==> src/hdl/touch_contact_slot_tracker_unit_defines.svh <==
// assertion macros shared by the slot tracker rtl
`ifndef TOUCH_CONTACT_SLOT_TRACKER_UNIT_DEFINES_SVH
`define TOUCH_CONTACT_SLOT_TRACKER_UNIT_DEFINES_SVH

// same-cycle implication
`define TCST_ASSERT_IMP(label, clk, rst, ante, cons, msg) \
  label: assert property (@(posedge clk) disable iff (rst) (ante) |-> (cons)) \
    else $error(msg);

// next-cycle implication
`define TCST_ASSERT_NEXT(label, clk, rst, ante, cons, msg) \
  label: assert property (@(posedge clk) disable iff (rst) (ante) |=> (cons)) \
    else $error(msg);

`endif

==> src/hdl/tcst_pkg.sv <==
// constants, types and helpers for the touch contact slot tracker
`default_nettype none
package tcst_pkg;

  localparam int SLOT_COUNT = 8;
  localparam int SLOT_IDX_W = (SLOT_COUNT > 1) ? $clog2(SLOT_COUNT) : 1;

  localparam int FINGER_W   = 32;
  localparam int RAW_X_W    = 11;
  localparam int RAW_Y_W    = 10;
  localparam int POS_W      = RAW_X_W + RAW_Y_W;
  localparam int EVENT_W    = 2;
  localparam int SCALED_W   = 19;
  localparam int CFG_DATA_W = 11;
  localparam int CFG_IDX_W  = 1;

  localparam logic [CFG_IDX_W-1:0] CFG_SURF_WIDTH  = 1'd0;
  localparam logic [CFG_IDX_W-1:0] CFG_SURF_HEIGHT = 1'd1;

  localparam logic [CFG_DATA_W-1:0] SURF_WIDTH_RST  = 11'd1280;
  localparam logic [CFG_DATA_W-1:0] SURF_HEIGHT_RST = 11'd720;

  localparam logic KIND_POINT = 1'b0;
  localparam logic KIND_EOF   = 1'b1;

  localparam logic [EVENT_W-1:0] EV_DOWN = 2'd0;
  localparam logic [EVENT_W-1:0] EV_MOVE = 2'd1;
  localparam logic [EVENT_W-1:0] EV_UP   = 2'd2;

  localparam logic [SCALED_W-1:0] SCALED_MAX = '1;

  // x: raw*w*256/1280 = raw*w/5, reciprocal of 5 exact for products below 2^22
  localparam int PROD_X_W      = RAW_X_W + CFG_DATA_W;
  localparam int RECIP_X_W     = 22;
  localparam int RECIP_X_SHIFT = 24;
  localparam logic [RECIP_X_W-1:0] RECIP_X = 22'd3355444;
  localparam int QX_W          = PROD_X_W + RECIP_X_W;

  // y: raw*h*256/720 = raw*h*16/45, reciprocal of 45 exact for values below 2^28
  localparam int PROD_Y_W      = RAW_Y_W + CFG_DATA_W;
  localparam int Y_PRESHIFT    = 4;
  localparam int RECIP_Y_W     = 26;
  localparam int RECIP_Y_SHIFT = 31;
  localparam logic [RECIP_Y_W-1:0] RECIP_Y = 26'd47721859;
  localparam int QY_W          = PROD_Y_W + Y_PRESHIFT + RECIP_Y_W;

  typedef logic [SLOT_COUNT-1:0] slot_mask_t;

  typedef struct packed {
    logic                  found;
    logic [SLOT_IDX_W-1:0] idx;
  } first_t;

  // lowest set bit of a slot mask
  function automatic first_t find_first(input slot_mask_t v);
    first_t r;
    r.found = 1'b0;
    r.idx   = '0;
    for (int i = SLOT_COUNT - 1; i >= 0; i--) begin
      if (v[i]) begin
        r.found = 1'b1;
        r.idx   = SLOT_IDX_W'(i);
      end
    end
    return r;
  endfunction

endpackage
`default_nettype wire

==> src/hdl/touch_contact_slot_tracker_unit.sv <==
// touch contact slot tracker: slot table, position memory and event sequencer
//
// Input channel (in_valid/in_ready) carries point reports (kind 0) and end of
// frame marks (kind 1). Output channel (out_valid/out_ready) carries down, move
// and up events; last flags the final event caused by one input item.
// Finger ids sit in a register bank compared in parallel; stored raw positions
// sit in a one-port synchronous memory read in the accept cycle and written
// back in the check state that follows, before the next item can be taken.
// A point passes through the check and emit states before the next item is
// taken; its event enters the output register in emit once that register is
// free. An unmoved point goes from check straight back to idle, and a point
// dropped on a full table never leaves idle. An end of frame that releases
// slots sends one up event per cycle from the output register while it is free.
// The scaling uses two registered multiplier stages (size product, reciprocal).
// A stalled receiver holds the output register and the sequencer waits on it;
// no event is lost. Reset empties the slot table, clears the seen marks and
// restores the screen size to 1280x720; positions are not cleared.
// Configuration writes take effect at the next clock edge.
`default_nettype none
`include "touch_contact_slot_tracker_unit_defines.svh"

module touch_contact_slot_tracker_unit
  import tcst_pkg::*;
(
  input  logic                  clk,
  input  logic                  rst,
  input  logic                  cfg_wen,
  input  logic [CFG_IDX_W-1:0]  cfg_index,
  input  logic [CFG_DATA_W-1:0] cfg_wdata,
  input  logic                  in_valid,
  output logic                  in_ready,
  input  logic                  kind,
  input  logic [FINGER_W-1:0]   contact_id,
  input  logic [RAW_X_W-1:0]    raw_x,
  input  logic [RAW_Y_W-1:0]    raw_y,
  output logic                  out_valid,
  input  logic                  out_ready,
  output logic [EVENT_W-1:0]    event_res,
  output logic [SLOT_IDX_W-1:0] slot,
  output logic [SCALED_W-1:0]   x_scaled,
  output logic [SCALED_W-1:0]   y_scaled,
  output logic                  last
);

  localparam logic [1:0] S_IDLE  = 2'd0;
  localparam logic [1:0] S_CHECK = 2'd1;
  localparam logic [1:0] S_EMIT  = 2'd2;
  localparam logic [1:0] S_UP    = 2'd3;

  logic [1:0]            state;
  logic [CFG_DATA_W-1:0] surf_width;
  logic [CFG_DATA_W-1:0] surf_height;
  slot_mask_t            slot_active;
  slot_mask_t            seen_mask;
  slot_mask_t            up_pend;
  logic [FINGER_W-1:0]   slot_finger [SLOT_COUNT];

  logic [POS_W-1:0]      pos_mem [SLOT_COUNT];
  logic [POS_W-1:0]      pos_rdata;

  logic [SLOT_IDX_W-1:0] cur_slot;
  logic                  cur_hit;
  logic [FINGER_W-1:0]   cur_finger;
  logic [RAW_X_W-1:0]    cur_rx;
  logic [RAW_Y_W-1:0]    cur_ry;
  logic [PROD_X_W-1:0]   prod_x;
  logic [PROD_Y_W-1:0]   prod_y;
  logic [EVENT_W-1:0]    hold_event;
  logic [SCALED_W-1:0]   hold_x;
  logic [SCALED_W-1:0]   hold_y;

  logic                  in_fire;
  logic                  out_free;
  slot_mask_t            hit_vec;
  slot_mask_t            release_vec;
  first_t                hit_first;
  first_t                free_first;
  first_t                up_first;
  logic [SLOT_IDX_W-1:0] pick_slot;
  logic                  pick_ok;
  slot_mask_t            up_rem;
  logic                  moved;
  logic                  emit_point;
  logic [QX_W-1:0]       qx_wide;
  logic [QY_W-1:0]       qy_wide;
  logic [QX_W-RECIP_X_SHIFT-1:0] qx;
  logic [QY_W-RECIP_Y_SHIFT-1:0] qy;
  logic [SCALED_W-1:0]   x_sat;
  logic [SCALED_W-1:0]   y_sat;

  assign in_ready = (state == S_IDLE);
  assign in_fire  = in_valid && in_ready;
  assign out_free = !out_valid || out_ready;

  // parallel finger compare over the slot bank
  always_comb begin
    for (int i = 0; i < SLOT_COUNT; i++) begin
      hit_vec[i] = slot_active[i] && (slot_finger[i] == contact_id);
    end
  end

  assign release_vec = slot_active & ~seen_mask;
  assign hit_first   = find_first(hit_vec);
  assign free_first  = find_first(~slot_active);
  assign pick_slot   = hit_first.found ? hit_first.idx : free_first.idx;
  assign pick_ok     = hit_first.found || free_first.found;

  assign up_first = find_first(up_pend);
  always_comb begin
    up_rem = up_pend;
    up_rem[up_first.idx] = 1'b0;
  end

  assign moved      = ({cur_rx, cur_ry} != pos_rdata);
  assign emit_point = !cur_hit || moved;

  // second multiplier stage: divide by reciprocal
  assign qx_wide = QX_W'(prod_x) * QX_W'(RECIP_X);
  assign qy_wide = QY_W'({prod_y, {Y_PRESHIFT{1'b0}}}) * QY_W'(RECIP_Y);
  assign qx      = qx_wide[QX_W-1:RECIP_X_SHIFT];
  assign qy      = qy_wide[QY_W-1:RECIP_Y_SHIFT];
  assign x_sat   = (qx > (QX_W-RECIP_X_SHIFT)'(SCALED_MAX)) ? SCALED_MAX : qx[SCALED_W-1:0];
  assign y_sat   = (qy > (QY_W-RECIP_Y_SHIFT)'(SCALED_MAX)) ? SCALED_MAX : qy[SCALED_W-1:0];

  // position memory: read in the accept cycle, written back in check
  always_ff @(posedge clk) begin
    if (state == S_IDLE) begin
      pos_rdata <= pos_mem[pick_slot];
    end
    if (state == S_CHECK) begin
      pos_mem[cur_slot] <= {cur_rx, cur_ry};
    end
  end

  // control state
  always_ff @(posedge clk) begin
    if (rst) begin
      state         <= S_IDLE;
      surf_width    <= SURF_WIDTH_RST;
      surf_height   <= SURF_HEIGHT_RST;
      slot_active   <= '0;
      seen_mask     <= '0;
      out_valid     <= 1'b0;
    end else begin
      if (cfg_wen) begin
        case (cfg_index)
          CFG_SURF_WIDTH:  surf_width  <= cfg_wdata;
          CFG_SURF_HEIGHT: surf_height <= cfg_wdata;
          default: ;
        endcase
      end
      // output register loads in emit and up, drains on handshake otherwise
      if (((state == S_EMIT) || (state == S_UP)) && out_free) begin
        out_valid <= 1'b1;
      end else if (out_ready) begin
        out_valid <= 1'b0;
      end
      case (state)
        S_IDLE: begin
          if (in_fire) begin
            if (kind == KIND_EOF) begin
              slot_active <= slot_active & seen_mask;
              seen_mask   <= '0;
              if (release_vec != '0) begin
                state <= S_UP;
              end
            end else if (pick_ok) begin
              state <= S_CHECK;
            end
          end
        end
        S_CHECK: begin
          slot_active[cur_slot] <= 1'b1;
          seen_mask[cur_slot]   <= 1'b1;
          state <= emit_point ? S_EMIT : S_IDLE;
        end
        S_EMIT: begin
          if (out_free) begin
            state <= S_IDLE;
          end
        end
        S_UP: begin
          if (out_free && (up_rem == '0)) begin
            state <= S_IDLE;
          end
        end
        default: state <= S_IDLE;
      endcase
    end
  end

  // payload registers
  always_ff @(posedge clk) begin
    case (state)
      S_IDLE: begin
        if (in_fire) begin
          up_pend    <= release_vec;
          cur_slot   <= pick_slot;
          cur_hit    <= hit_first.found;
          cur_finger <= contact_id;
          cur_rx     <= raw_x;
          cur_ry     <= raw_y;
          prod_x     <= PROD_X_W'(raw_x) * PROD_X_W'(surf_width);
          prod_y     <= PROD_Y_W'(raw_y) * PROD_Y_W'(surf_height);
        end
      end
      S_CHECK: begin
        if (!cur_hit) begin
          slot_finger[cur_slot] <= cur_finger;
        end
        hold_event <= cur_hit ? EV_MOVE : EV_DOWN;
        hold_x     <= x_sat;
        hold_y     <= y_sat;
      end
      S_EMIT: begin
        if (out_free) begin
          event_res <= hold_event;
          slot      <= cur_slot;
          x_scaled  <= hold_x;
          y_scaled  <= hold_y;
          last      <= 1'b1;
        end
      end
      S_UP: begin
        if (out_free) begin
          event_res <= EV_UP;
          slot      <= up_first.idx;
          x_scaled  <= '0;
          y_scaled  <= '0;
          last      <= (up_rem == '0);
          up_pend   <= up_rem;
        end
      end
      default: ;
    endcase
  end

  `TCST_ASSERT_IMP(a_seen_in_active, clk, rst, 1'b1, (seen_mask & ~slot_active) == '0, "seen slot not active")
  `TCST_ASSERT_IMP(a_up_zero_pos, clk, rst, out_valid && (event_res == EV_UP), (x_scaled == '0) && (y_scaled == '0), "up event with position")
  `TCST_ASSERT_NEXT(a_eof_clears_seen, clk, rst, in_fire && (kind == KIND_EOF), seen_mask == '0, "seen marks kept after frame end")
  `TCST_ASSERT_NEXT(a_up_last_done, clk, rst, (state == S_UP) && out_free && (up_rem == '0), (state == S_IDLE) && out_valid && last, "final up event not marked last")

endmodule
`default_nettype wire

==> config.mk <==
export PLATFORM = sky130hd
export DESIGN_NAME = touch_contact_slot_tracker_unit
export DESIGN_NICKNAME = d
export VERILOG_FILES = /design/src/hdl/tcst_pkg.sv /design/src/hdl/touch_contact_slot_tracker_unit.sv
export VERILOG_INCLUDE_DIRS = /design/src /design/src/hdl
export SDC_FILE = /design/constraint.sdc
export NUM_CORES = 2
export LEC_CHECK = 0
export BUFFER_PORTS_ARGS = -buffer_cell sky130_fd_sc_hd__clkbuf_2
export CORE_MARGIN = 5
export CORE_UTILIZATION = 63
export CTS_BUF_LIST = sky130_fd_sc_hd__clkbuf_2
export DETAILED_ROUTE_END_ITERATION = 8
export PLACE_DENSITY = 0.85
export SYNTH_ARGS = -nofsm -noshare
export SYNTH_HDL_FRONTEND = slang
export SYNTH_SLANG_ARGS = --single-unit
export TNS_END_PERCENT = 100
==> constraint.sdc <==
create_clock -name clk -period 7.85 [get_ports clk]
set_clock_uncertainty 0.2 [all_clocks]
set_input_delay 1.57 -clock clk [delete_from_list [all_inputs] [get_ports clk]]
set_output_delay 1.57 -clock clk [all_outputs]
set_load 0.01 [all_outputs]
==> impl_metrics.csv <==
group,metric,value,unit
sta,min_period,7580,ps
drt,first_pass_iters,6,
drt,via_per_inst,5.77,
logic_synthesis,syn_area,48900,sq um
logic_synthesis,ys.flop_type,"edfxtp_1",
worst_setup_path,critPathCaptureType,"flip-flop",
logic_synthesis,async_flop_share,0,%
placement,portBuffers,116,
drt,num_vias,31200,
worst_setup_path,crit_top_cell,"fa_1",
logic_synthesis,synth_cells,4038,
run_status,status,"finished clean",
cts,numClockSinks,677,
floorplan,rows,102,
final_layout,final_common_cell,"inv_1",
final_layout,area_growth,6.74,%
global_routing,grt_pass1_wl,184000,um
sta,finalHoldViolCount,0,
drt,final_antenna_net_count,0,
logic_synthesis,ys_types,68,
logic_synthesis,synth_top_area_share,39.0,%
sta,holdWs,232,ps
sta,worst_slew_pin_slew,1360,ps
placement,hpwl,91900,um
logic_synthesis,ys_seq_elements,677,
logic_synthesis,synth.yosys.seq_area_share,40.7,%
worst_setup_path,crit_fanout,15,
worst_setup_path,crit_required,8760,ps
placement,gp_congestion,1.02,
drt,drt-wirelength-per-cell,22.0,um
cts,htreeDepth,4,
global_routing,antenna_found_initial,4,
floorplan,dieArea,83400,sq um
worst_setup_path,start_kind,"flip-flop",
sta,drv_slew,0,
final_layout,drive_gt1_share,10.5,%
cts,cts_buffers,168,
sta,setup_viol,0,
final_layout,post-route-util,67.7,%
floorplan,io_pins,117,
worst_setup_path,slowest_stage,"fa_1",
drt,drc,0,
sta,max_freq,0.132,GHz
logic_synthesis,syn_nets,5072,
floorplan,die_h,289,um
logic_synthesis,ys.warnings.count,0,
drt,wirelength,119000,um
global_routing,grtUsageTotal,29.1,%
logic_synthesis,synth_area_leaders,"edfxtp_1 (39%), fa_1 (18%), ha_1 (13%)",
cts,worstSkewPairLatency,1470,ps
cts,clockBufferDepth,3,
global_routing,grt_overflow,0,
global_routing,grt_pass1_vias,32500,
worst_setup_path,slowest_delay,520,ps
worst_setup_path,critPathBufInv,6,
worst_setup_path,crit_type,"reg -> reg",
worst_setup_path,critical-path-top-delay-family,"adder cells",
final_layout,nNetsFinal,5269,
floorplan,die_x,289,um
logic_synthesis,synth-edff-count,636,
worst_hold_path,min_path_type,"in -> reg",
logic_synthesis,syn_avg_cell_area,12.1,sq um
worst_setup_path,cp_data_arrival_time,8490,ps
sta,relSlewSlack,9.45,%
cts,path_clk_slew,120,ps
floorplan,start_util,63.4,%
cts,cts_tree,"built",
final_layout,final_cell_mix,"inv_1 (707), edfxtp_1 (636), ha_1 (522), fa_1 (439), clkbuf_2 (348)",
floorplan,core_area,77200,sq um
drt,initialDrtViolationCount,2719,
global_routing,grt_max_degree,68,
cts,cts-root-buf,"clkbuf_2",
logic_synthesis,yosys.area.top_type,"edfxtp_1",
flow_run,drv_cap,0,
sta,fin_crit_sh,96.6,%
-- state kept, by name, summed over array words and instances (netlist names), 8 cells and up --
signal / cells
prod_y: 21
slot_active: 8
pos_mem: 168
y_scaled: 19
cur_finger: 32
pos_rdata: 21
surf_height: 11
seen_mask: 8
prod_x: 22
up_pend: 8
hold_y: 19
slot_finger: 256
x_scaled: 19
cur_rx: 11
cur_ry: 10
surf_width: 11
hold_x: 19
-- Yosys cell counts, drive strengths merged (8+ instances only) --
cell	count
inv	707
edfxtp	636
ha	524
fa	439
nand2	258
xnor2	185
xor2	169
and2	149
mux2i	128
a21oi	100
nand4	76
nor2	75
nor4	71
clkbuf	64
o21ai	59
buf	48
nand3	46
dfxtp	41
nor3	38
a21o	24
mux2	21
nor2b	19
nand2b	17
a211oi	12
a31oi	11
o21bai	11
or3	9
a21boi	8
o21a	8
or2	8
-- final timing paths --
kind | start | endpoint | slack [ps] | cells after the start
worst max register to register | prod_x[14] | hold_x[9] | 270 | 25
worst min-delay path | cfg_wdata[2] | surf_width[2] | 230 | 3
worst min register to register | seen_mask[6] | seen_mask[6] | 300 | 2
worst max-delay path | prod_x[14] | hold_x[9] | 270 | 25
-- layout make-up --
type,instances,area (sq um)
Antenna cell,5,12.5
Clock buffer,232,1160
Clock inverter,67,425
Fill cell,5498,25000
Inverter,708,2660
Multi-Input combinational cell,2541,26000
Sequential cell,677,19900
Tap cell,1040,1300
Timing Repair Buffer,139,778
-- worst reg2reg max path, cell delays in order (launching register included) --
cell	delay, ps
edfxtp_1	500
ha_2	450
fa_1	470
ha_1	290
inv_1	50
fa_1	520
inv_1	60
fa_1	490
fa_1	490
inv_1	50
fa_1	480
inv_1	50
ha_1	290
a211oi_1	260
nor2_1	90
o22ai_1	150
buf_4	170
a31oi_1	140
a31o_2	330
o311ai_4	330
a21boi_2	120
or4_4	510
a31oi_4	260
xnor2_4	250
buf_4	230
nand2_1	60
-- repair_timing --
| item | 4_1_cts | 5_1_grt |
|---|---|---|
| resized for setup | 0 | 5 |
| setup endpoints to repair | 0 | 25 |
| buffers inserted | 0 | 2 |
| hold buffers | 0 | 0 |
-- layer usage --
layer,global-route usage (%),routed length [um],vias to the layer above
met4,10.3,4480,0
met1,39.5,47700,15500
met3,6.87,11000,265
met2,46.4,55700,1439
met5,0,0,-
li1,-,-,14100
-- stage by stage --
stage | setup slack (ps) | setup TNS [ps] | cells | cell area [sq um]
final | 270 | 0 | 5409 | 52200
after CTS | 238 | 0 | 5402 | 52200
after floorplan | 998 | 0 | 4038 | 48900
after detailed placement | 251 | 0 | 5103 | 50600
after global routing | -8.37 | -8.37 | 5408 | 52200
after global placement | 400 | 0 | 5103 | 50600
-- kinds of logic after synthesis --
group	Yosys count	share of synthesized area, %
compound gates	273	3.55
xor+xnor	354	6.35
simple gates	801	8.46
fa+ha+maj	964	31.4
buf+inv	820	6.48
mux	149	3.10
flops	677	40.7
Power is left out: the tool's default activity adds up to more than one toggle a clock period on the data nets, which glitch-free logic cannot reach.
